<file path="src/sv/bapd_pkg.sv">
// ----------------------------------------------------------------------------
// bapd_pkg
// Shared constants and types for the bitmap/attribute screen pixel decoder.
// ----------------------------------------------------------------------------
package bapd_pkg;

  localparam int unsigned OffW     = 13;
  localparam int unsigned AddrW    = 15;
  localparam int unsigned RgbW     = 24;
  localparam int unsigned CfgIdxW  = 2;
  localparam int unsigned CfgDataW = 5;
  localparam int unsigned SDataW   = 40;
  localparam int unsigned MDataW   = 56;

  localparam int unsigned ScrBytes = 6912;

  localparam logic [OffW-1:0] ScrEnd     = 13'd6912;
  localparam logic [OffW-1:0] AttrBase   = 13'd6144;
  localparam logic [7:0]      LevelBright = 8'hFF;
  localparam logic [7:0]      LevelNormal = 8'hD8;
  localparam logic [7:0]      DarkBlack   = 8'd63;

  localparam logic [1:0] AddrBaseHi = 2'b10;

  localparam logic ReqWrite  = 1'b0;
  localparam logic ReqRender = 1'b1;

  localparam logic [CfgIdxW-1:0] CfgCursorCol = 2'd0;
  localparam logic [CfgIdxW-1:0] CfgCursorRow = 2'd1;
  localparam logic [CfgIdxW-1:0] CfgHighlight = 2'd2;

  typedef struct packed {
    logic accept;
    logic load_out;
  } ctrl_cmd_t;

  typedef struct packed {
    logic out_free;
  } ctrl_status_t;

endpackage

</file>
<file path="src/sv/bapd_ctrl.sv">
// ----------------------------------------------------------------------------
// bapd_ctrl
// Request sequencer: takes one request, waits for the store read, then loads
// the result register when it is free.
// ----------------------------------------------------------------------------
module bapd_ctrl (
  input  logic                  clk_i,
  input  logic                  rst_ni,
  input  logic                  s_axis_tvalid_i,
  output logic                  s_axis_tready_o,
  output logic                  m_axis_tvalid_o,
  input  logic                  m_axis_tready_i,
  output bapd_pkg::ctrl_cmd_t   cmd_o,
  output bapd_pkg::ctrl_status_t status_o
);

  typedef enum logic [1:0] {
    S_IDLE = 2'b01,
    S_CALC = 2'b10
  } state_e;

  state_e state_q, state_d;
  logic   out_valid_q, out_valid_d;
  logic   out_free;
  logic   accept;
  logic   load_out;

  assign out_free = !out_valid_q || m_axis_tready_i;
  assign s_axis_tready_o = (state_q == S_IDLE);
  assign accept   = s_axis_tvalid_i && s_axis_tready_o;
  assign load_out = (state_q == S_CALC) && out_free;

  always_comb begin
    state_d = state_q;
    case (state_q)
      S_IDLE: begin
        if (accept) state_d = S_CALC;
      end
      S_CALC: begin
        if (load_out) state_d = S_IDLE;
      end
      default: state_d = S_IDLE;
    endcase
  end

  always_comb begin
    out_valid_d = out_valid_q;
    if (m_axis_tready_i) out_valid_d = 1'b0;
    if (load_out)        out_valid_d = 1'b1;
  end

  always_ff @(posedge clk_i or negedge rst_ni) begin
    if (!rst_ni) begin
      state_q     <= S_IDLE;
      out_valid_q <= 1'b0;
    end else begin
      state_q     <= state_d;
      out_valid_q <= out_valid_d;
    end
  end

  assign m_axis_tvalid_o   = out_valid_q;
  assign cmd_o.accept      = accept;
  assign cmd_o.load_out    = load_out;
  assign status_o.out_free = out_free;

  a_accept_to_calc: assert property (@(posedge clk_i) disable iff (!rst_ni)
    accept |=> (state_q == S_CALC))
    else $error("accepted request did not move to calc");

  a_load_sets_valid: assert property (@(posedge clk_i) disable iff (!rst_ni)
    load_out |=> m_axis_tvalid_o)
    else $error("result load did not raise valid");

  a_calc_holds: assert property (@(posedge clk_i) disable iff (!rst_ni)
    ((state_q == S_CALC) && !out_free) |=> ((state_q == S_CALC) && m_axis_tvalid_o))
    else $error("calc left while result register busy");

  a_no_accept_in_calc: assert property (@(posedge clk_i) disable iff (!rst_ni)
    (state_q == S_CALC) |-> !accept)
    else $error("request taken while another is pending");

endmodule

</file>
<file path="config.mk">
export PLATFORM = sky130hd
export DESIGN_NAME = bapd_ctrl
export DESIGN_NICKNAME = d
export VERILOG_FILES = /design/src/sv/bapd_pkg.sv /design/src/sv/bapd_ctrl.sv
export SDC_FILE = /design/constraint.sdc
export NUM_CORES = 1
export LEC_CHECK = 0
export BUFFER_PORTS_ARGS = -buffer_cell sky130_fd_sc_hd__clkbuf_2
export CAP_MARGIN = 25
export CORE_AREA = 2 2 39 41
export CTS_BUF_LIST = sky130_fd_sc_hd__clkbuf_8 sky130_fd_sc_hd__clkbuf_16
export CTS_CLUSTER_DIAMETER = 30
export CTS_CLUSTER_SIZE = 30
export DETAILED_ROUTE_END_ITERATION = 8
export DIE_AREA = 0 0 41 43
export HOLD_SLACK_MARGIN = 0.1
export PLACE_DENSITY = 0.39
export SLEW_MARGIN = 10
export SYNTH_ARGS = -nofsm -noshare
export SYNTH_HDL_FRONTEND = slang
export SYNTH_SLANG_ARGS = --single-unit
</file>
<file path="constraint.sdc">
create_clock -name clk_i -period 1.1 [get_ports clk_i]
set_input_delay 0.165 -clock clk_i [delete_from_list [all_inputs] [get_ports clk_i]]
set_output_delay 0.165 -clock clk_i [all_outputs]
set_load 0.005 [all_outputs]
</file>
==> impl_metrics.toml, run 1 <==
[run_status]
outcome = "complete, but fails checks"
violations = "negative setup slack"

[route]
dr_total_vias = 140
wire_per_inst_microns = 8.349
wl_microns = 359
ant_nets = 0
drt_iter0_markers = 7
first_pass_iters = 3
detail_route.vias_per_cell = 3.256
drc = 0

[timing]
tns_ns = -0.2038
setup_viol = 3
finClkSkew_ns = 0.0009650
fmax_mhz = 851.7
setup_ws_ns = -0.07411
rsz0062_at_grt = "yes"
hold_viol = 0
period_share = 1.067
worst_pin_slew_ns = 0.1454
relSlewSlack = 0.9030
slew_viol_final = 0
period_minus_slack_ns = 1.174

[finish]
drive_gt1_frac = 0.7037
stdcell_count = 43
final_util = 0.2080
finalInstanceArea_sq_um = 287.8
fill_cells = 155
seqCellArea_sq_um = 77.57
multi_input_area_sq_um = 80.08
area_growth_pct = 75.57
fin_nets = 32
n_antenna_cell = 0

[logic_synthesis]
ys_top_cells_by_area = "dfrtp_1, nand2b_4, dfstp_2"
synth_edf_count = 0
yosysSeqAreaShare = 0.4656
yosysTopAreaCell = "dfrtp_1"
ys_seq_elements = 3
synth_cells = 14
synth_commonest_cells = "buf_4, dfrtp_1, nand2_1, nand2b_4, nor2b_1"
synth.distinct_cells = 9
synth_top_cell_area_share = 0.3053
syn_area_per_cell_sq_um = 11.71
syn-num-nets = 18
synthFlopType = "dfrtp_1"
ys.warnings.count = 0
synthesis.area_sq_um = 163.9
async_flop_share = 1.000

[power_and_ir_drop]
intPower_mw = 0.4252
switching_share = 0.2278
combPwrFrac = 0.168
p_leak_nw = 0.1541
p_per_area_mw_per_mm2 = 1914
switching_power_mw = 0.1255
ir_drop_uv = 762.2
seqPwrFrac = 0.267
clkPwrFrac = 0.565

[critical_path]
path_buf_inv = 1
cp_slowest_cell = "dfstp_2"
setup.worst_path.start_class = "flip-flop"
critPathTopFamily = "flip-flops"
arrival_ns = 1.01
max_stage_delay_ns = 0.53
crit_chain = "nand2b_4 > nor2b_1 > clkbuf_2"
worstSetupPathType = "reg2out"
worstPathMaxFanout = 3
endpoint_kind = "output pin"
required_ns = 0.94

[die]
placementRows = 14
dieArea_sq_mm = 0.001763
start_util = 0.1184
die_h_microns = 43
ios = 9
die_x_microns = 41
coreArea_sq_mm = 0.001384

[clock_network]
cts_tree = "yes"
path_clk_slew_ns = 0.03
numCtsBuffers = 3
root_buffer = "clkbuf_8"
clkLatencyLatePin_ns = 0.21
cts_sinks = 3
cts_max_level = 1
clock_path_buffers = 2

[global_routing]
grt_max_degree = 6
overflow = 0
antenna_found_initial = 0
gr-usage-all-layers = 0.06024
grt_pass1_vias = 139
grt_pass1_wl_microns = 558

[place]
portBuffers = 8
dp_cells = 37
gp_congestion = 0.6274
dpl_cell_area_sq_um = 216.5
dp_hpwl_microns = 264.5

[hold_path]
min_path_type = "in2reg"

[flow_run]
maxCapViolations = 0
power by group through the flow:
stage          Combinational, mW  Clock (mW)  Sequential, mW
2_1_floorplan             0.0496           0           0.142
3_3_place_gp              0.0795           0           0.143
3_5_place_dp              0.0810           0           0.144
4_1_cts                   0.0936       0.318           0.146
5_1_grt                    0.103       0.335           0.149
6_report                  0.0923       0.311           0.147
worst paths after layout:
path	depth (start not counted)	from	endpoint	slack (ns)
max in group asynchronous	2	rst_ni	state_q[0]	0.61
min	2	s_axis_tvalid_i	state_q[0]	0.11
max reg2reg	3	state_q[0]	state_q[1]	0.14
min reg2reg	2	state_q[0]	state_q[1]	0.56
max	3	state_q[0]	cmd_o[0]	-0.07
min in group asynchronous	2	rst_ni	m_axis_tvalid_o	0.29
registers in the layout, summed over array words and instances, names as in the netlist:
signal / flops
m_axis_tvalid_o: 1
state_q: 2
routing by layer:
layer  routed length, microns  part of all wire  GRT usage  vias up
met5                        0                 0          0        -
met4                        0                 0    0.06000        0
met3                       42              0.12    0.07853        0
met2                      135              0.38    0.05938       10
met1                      180              0.50    0.05466       60
li1                         -                 -          -       70
layout make-up:
class,count,share of cell area
multi-input cells,9,0.2783
flip-flops and latches,3,0.2696
repair buffers,11,0.2261
well taps,16,0.06957
clock inverters,1,0.01304
clock buffers,3,0.1435
repair_timing:
action / 4_1_cts / 5_1_grt
resized for setup: 2 / 2
hold buffers: 1 / 0
hold endpoints to repair: 3 / 0
endpoints found under the setup margin: 3 / 3
setup buffers: 1 / 0
pin swaps: 0 / 0
metrics by stage:
step / power, mW / hold WS [ns] / worst slack (ns)
CTS: 0.5573 / 0.1056 / -0.07957
detailed placement: 0.2250 / -0.03480 / 0.1070
global placement: 0.2226 / -0.03582 / 0.1162
global route: 0.5869 / 0.1122 / -0.1287
finish: 0.5507 / 0.1063 / -0.07411
floorplan: 0.1918 / -0.1306 / 0.1340
cell usage in the layout, fill, tap and decap left out:
| master | Yosys | final |
|---|---|---|
| a2bb2oi_2 | 1 | 1 |
| buf_2 | 0 | 1 |
| buf_4 | 2 | 2 |
| clkbuf_2 | 0 | 7 |
| clkbuf_8 | 0 | 3 |
| dfrtp_1 | 2 | 1 |
| dfrtp_2 | 0 | 1 |
| dfstp_2 | 1 | 1 |
| dlygate4sd3_1 | 0 | 1 |
| inv_1 | 0 | 1 |
| nand2_1 | 2 | 2 |
| nand2b_4 | 2 | 2 |
| nor2_1 | 1 | 1 |
| nor2b_1 | 2 | 1 |
| nor2b_4 | 0 | 1 |
| o22ai_1 | 1 | 1 |
cell families after synthesis:
| group | share of synthesized area |
|---|---|
| buf+inv | 0.09158 |
| compound gates | 0.1298 |
| simple gates | 0.3130 |
| flops | 0.4657 |
(Power assumes the default switching activity.)
==> run 2: changes to the inputs <==
--- a/config.mk
+++ b/config.mk
@@ -7,6 +7,8 @@
 export LEC_CHECK = 0
 export BUFFER_PORTS_ARGS = -buffer_cell sky130_fd_sc_hd__clkbuf_2
 export CAP_MARGIN = 25
+export CELL_PAD_IN_SITES_DETAIL_PLACEMENT = 1
+export CELL_PAD_IN_SITES_GLOBAL_PLACEMENT = 2
 export CORE_AREA = 2 2 39 41
 export CTS_BUF_LIST = sky130_fd_sc_hd__clkbuf_8 sky130_fd_sc_hd__clkbuf_16
 export CTS_CLUSTER_DIAMETER = 30
@@ -14,7 +16,7 @@
 export DETAILED_ROUTE_END_ITERATION = 8
 export DIE_AREA = 0 0 41 43
 export HOLD_SLACK_MARGIN = 0.1
-export PLACE_DENSITY = 0.39
+export PLACE_DENSITY = 0.53
 export SLEW_MARGIN = 10
 export SYNTH_ARGS = -nofsm -noshare
 export SYNTH_HDL_FRONTEND = slang
==> constraint.sdc (replaced) <==
create_clock -name clk_i -period 1.1 [get_ports clk_i]
set_input_delay 0.22 -clock clk_i [delete_from_list [all_inputs] [get_ports clk_i]]
set_output_delay 0.22 -clock clk_i [all_outputs]
set_load 0.005 [all_outputs]
==> impl_metrics.toml, run 2 (synthesis gave the netlist of run 1 again) <==
[run_status]
outcome = "complete, but fails checks"
violations = "negative setup slack"

[global_routing]
grt_use_met3 = 0.04712
grt_pass1_vias = 184
overflow = 0
busiest_layer = "met4"
grt_max_degree = 6
grt_use_met1 = 0.04516
gr-usage-all-layers = 0.06633
met2_usage = 0.08750
grt_pass1_wl_microns = 662
antenna_found_initial = 0

[critical_path]
crit_chain = "nor2b_2 > clkbuf_2"
max_stage_delay_ns = 0.54
worstSetupPathType = "reg2out"
arrival_ns = 1.03
cp_slowest_cell = "dfstp_2"
setup.worst_path.start_class = "flip-flop"
endpoint_kind = "output pin"
required_ns = 0.88
worstPathMaxFanout = 3

[finish]
drive_gt1_frac = 0.7586
fill_cells = 172
fin_nets = 34
final_common_cell = "clkbuf_2"
area_growth_pct = 86.26
largest_reg_flops = 2
final_cell_mix = "clkbuf_2, clkbuf_8, buf_4"
n_antenna_cell = 0
regMostFlops = "state_q"
final_util = 0.2206

[clock_network]
path_clk_slew_ns = 0.03
clkLatencyLatePin_ns = 0.22
numCtsBuffers = 3
clock_path_buffers = 2
root_buffer = "clkbuf_8"
cts_sinks = 3
cts_max_level = 1
cts_tree = "yes"

[timing]
period_minus_slack_ns = 1.245
setup_ws_ns = -0.1454
period_share = 1.132
worst_pin_slew_ns = 0.2158
finClkSkew_ns = 0.001196
relSlewSlack = 0.8562
setup_viol = 3
slew_viol_final = 0
rsz0062_at_grt = "yes"
hold_viol = 0
fin_hold_ws_ns = 0.1612
fmax_mhz = 803.0

[route]
drt_iter0_markers = 1
drc = 0
ant_nets = 0
detail_route.vias_per_cell = 3.533
dr_total_vias = 159
wire_per_inst_microns = 8.333
first_pass_iters = 3
wl_microns = 375

[die]
dieArea_sq_mm = 0.001763
start_util = 0.1184
coreArea_sq_mm = 0.001384
die_x_microns = 41
die_h_microns = 43
placementRows = 14
ios = 9

[power_and_ir_drop]
ir_drop_uv = 579.8
p_per_area_mw_per_mm2 = 1822
p_leak_nw = 0.1594

[hold_path]
min_path_type = "in2reg"

[place]
gp_congestion = 0.5482
dp_hpwl_microns = 264.1
portBuffers = 8

[flow_run]
maxCapViolations = 0
## run 2: worst max-delay path: cells and delay by family, from the launching register on
family	cells	cell delay [ns]
simple gates	1	0.15
buf+inv	1	0.12
flops	1	0.54
## run 2: path summary, 6_finish.rpt
kind                                       from         endpoint  slack [ns]  cells past startpoint
worst max-delay path                 state_q[0]  s_axis_tready_o       -0.15                      2
worst min-delay path            s_axis_tvalid_i       state_q[0]        0.16                      2
worst max register to register       state_q[0]       state_q[1]        0.06                      4
worst min register to register  m_axis_tvalid_o  m_axis_tvalid_o        0.55                      2
max in group asynchronous                rst_ni       state_q[0]        0.57                      2
min in group asynchronous                rst_ni  m_axis_tvalid_o        0.33                      2
## run 2: what timing repair did
action	4_1_cts	5_1_grt
setup buffers	1	2
hold buffers	1	0
endpoints found under the hold margin	3	0
gates cloned	0	0
gates resized for setup	1	4
pin swaps	0	2
setup endpoints to repair	3	3
## run 2: cell type report
| class | instances | area [sq um] | share of cell area |
|---|---|---|---|
| well taps | 16 | 20.02 | 0.06557 |
| clock buffers | 3 | 41.29 | 0.1352 |
| flip-flops and latches | 3 | 76.32 | 0.2500 |
| clock inverters | 1 | 3.754 | 0.01230 |
| repair buffers | 13 | 83.83 | 0.2746 |
| multi-input cells | 9 | 80.08 | 0.2623 |
## run 2: metal layers
metal	vias up	share of wire
li1	75	-
met1	75	0.27
met2	5	0.56
met3	4	0.093
met4	0	0.072
met5	-	0
## run 2: per-stage QoR
step           TNS [ns]  worst slack, ns  instance area, sq um  power (mW)  std cells
6_report        -0.4265          -0.1454                 305.3      0.5561         45
5_1_grt         -0.5853          -0.2001                 305.3      0.5899         45
4_1_cts         -0.4243          -0.1515                 281.5      0.5505         43
3_5_place_dp          0          0.05406                 216.5      0.2258         37
3_3_place_gp          0          0.06428                 216.5      0.2242         37
2_1_floorplan         0          0.07902                 163.9      0.1918         14
## run 2: power by group
group          switching [mW]  internal (mW)
combinational          0.0360         0.0645
clock                  0.0731          0.238
sequential             0.0169          0.128
total                   0.126          0.430
==> run 3: changes to the inputs <==
--- a/config.mk
+++ b/config.mk
@@ -7,8 +7,8 @@
 export LEC_CHECK = 0
 export BUFFER_PORTS_ARGS = -buffer_cell sky130_fd_sc_hd__clkbuf_2
 export CAP_MARGIN = 25
-export CELL_PAD_IN_SITES_DETAIL_PLACEMENT = 1
-export CELL_PAD_IN_SITES_GLOBAL_PLACEMENT = 2
+export CELL_PAD_IN_SITES_DETAIL_PLACEMENT = 0
+export CELL_PAD_IN_SITES_GLOBAL_PLACEMENT = 1
 export CORE_AREA = 2 2 39 41
 export CTS_BUF_LIST = sky130_fd_sc_hd__clkbuf_8 sky130_fd_sc_hd__clkbuf_16
 export CTS_CLUSTER_DIAMETER = 30
@@ -16,7 +16,7 @@
 export DETAILED_ROUTE_END_ITERATION = 8
 export DIE_AREA = 0 0 41 43
 export HOLD_SLACK_MARGIN = 0.1
-export PLACE_DENSITY = 0.53
+export PLACE_DENSITY = 0.46
 export SLEW_MARGIN = 10
 export SYNTH_ARGS = -nofsm -noshare
 export SYNTH_HDL_FRONTEND = slang
==> impl_metrics.toml, run 3 (synthesis gave the netlist of run 1 again) <==
[run_status]
outcome = "complete, but fails checks"
violations = "negative setup slack"

[timing]
worst_pin_slew_ns = 0.2433
finClkSkew_ns = 0.0007389
period_share = 1.126
hold_viol = 0
rsz0062_at_grt = "yes"
slew_viol_final = 0
setup_viol = 3
period_minus_slack_ns = 1.239
tns_ns = -0.3943
setup_ws_ns = -0.1389
relSlewSlack = 0.8378
fmax_mhz = 807.1

[critical_path]
startpoint = "state_q[0]"
endpoint_kind = "output pin"
r2r_start = "state_q[0]"
worstPathMaxFanout = 3
required_ns = 0.88
worstSetupPathType = "reg2out"
r2r_slack_ns = 0.03
arrival_ns = 1.02
setup.worst_path.start_class = "flip-flop"

[global_routing]
grt_max_degree = 6
gr-usage-all-layers = 0.05835
overflow = 0
grt_pass1_wl_microns = 607
grt_pass1_vias = 168
antenna_found_initial = 0

[flow_run]
maxCapViolations = 0

[die]
placementRows = 14
start_util = 0.1184
ios = 9
coreArea_sq_mm = 0.001384
die_h_microns = 43
die_x_microns = 41
dieArea_sq_mm = 0.001763

[clock_network]
cts_tree = "yes"
clkLatencyLatePin_ns = 0.22
root_buffer = "clkbuf_8"
numCtsBuffers = 3
cts_max_level = 1
clock_path_buffers = 2
cts_sinks = 3
path_clk_slew_ns = 0.03

[route]
dr_total_vias = 146
wire_per_inst_microns = 8.023
wl_microns = 353
detail_route.vias_per_cell = 3.318
drt_iter0_markers = 2
first_pass_iters = 4
ant_nets = 0
drc = 0

[place]
gp_congestion = 0.5706
portBuffers = 8

[finish]
drive_gt1_frac = 0.7143
n_antenna_cell = 0
fin_nets = 33
final_util = 0.2143
regMostFlops = "state_q"
final_cell_mix = "clkbuf_2, clkbuf_8, buf_4"
area_growth_pct = 80.92
final_common_cell = "clkbuf_2"
largest_reg_flops = 2

[power_and_ir_drop]
p_leak_nw = 0.1592
ir_drop_uv = 470.5
p_per_area_mw_per_mm2 = 1875

[hold_path]
worstHoldStart = "s_axis_tvalid_i"
min_path_type = "in2reg"
==> run 3: cell type report <==
class                   instances  area [sq um]
repair buffers                 12         72.57
multi-input cells               9         82.58
clock inverters                 1         3.754
flip-flops and latches          3         76.32
well taps                      16         20.02
clock buffers                   3         41.29
fillers                       165          1087
==> run 3: what timing repair did <==
action / 4_1_cts / 5_1_grt
pin swaps: 0 / 1
hold buffers: 1 / 0
setup endpoints to repair: 3 / 3
gates resized for setup: 2 / 2
hold endpoints to repair: 3 / 0
buffers inserted: 1 / 1
==> run 3: report_power, final <==
part / switching (mW) / internal (mW)
Sequential: 0.0180 / 0.128
Combinational: 0.0343 / 0.0621
Clock: 0.0758 / 0.238
==> run 3: worst max-delay path, stage by stage, from the launching register on <==
cell and delay [ns]:
dfstp_2 0.54, nand2b_4 0.12, nor2b_1 0.04, clkbuf_2 0.10
==> run 3: per-stage QoR <==
stage          power, mW  cells  hold WS, ns  worst slack (ns)  cell area [sq um]
2_1_floorplan     0.1918     14     -0.07559           0.07902              163.9
3_3_place_gp      0.2243     37      0.01913           0.06304              216.5
3_5_place_dp      0.2254     37      0.02138           0.06015              216.5
4_1_cts           0.5637     43       0.1472           -0.1369              286.5
5_1_grt           0.5829     44       0.1760           -0.1933              296.5
6_report          0.5561     44       0.1615           -0.1389              296.5
==> run 3: worst paths after layout <==
check / end / cells past startpoint
worst min-delay path: state_q[0] / 2
worst max register to register: state_q[1] / 4
min in group asynchronous: m_axis_tvalid_o / 2
max in group asynchronous: state_q[0] / 2
worst min register to register: m_axis_tvalid_o / 2
worst max-delay path: cmd_o[0] / 3
==> run 3: per-layer routing <==
metal / wire length [microns] / track usage
met5: 0 / 0
met4: 21 / 0.1000
met3: 13 / 0.01571
met2: 226 / 0.09063
met1: 91 / 0.03560
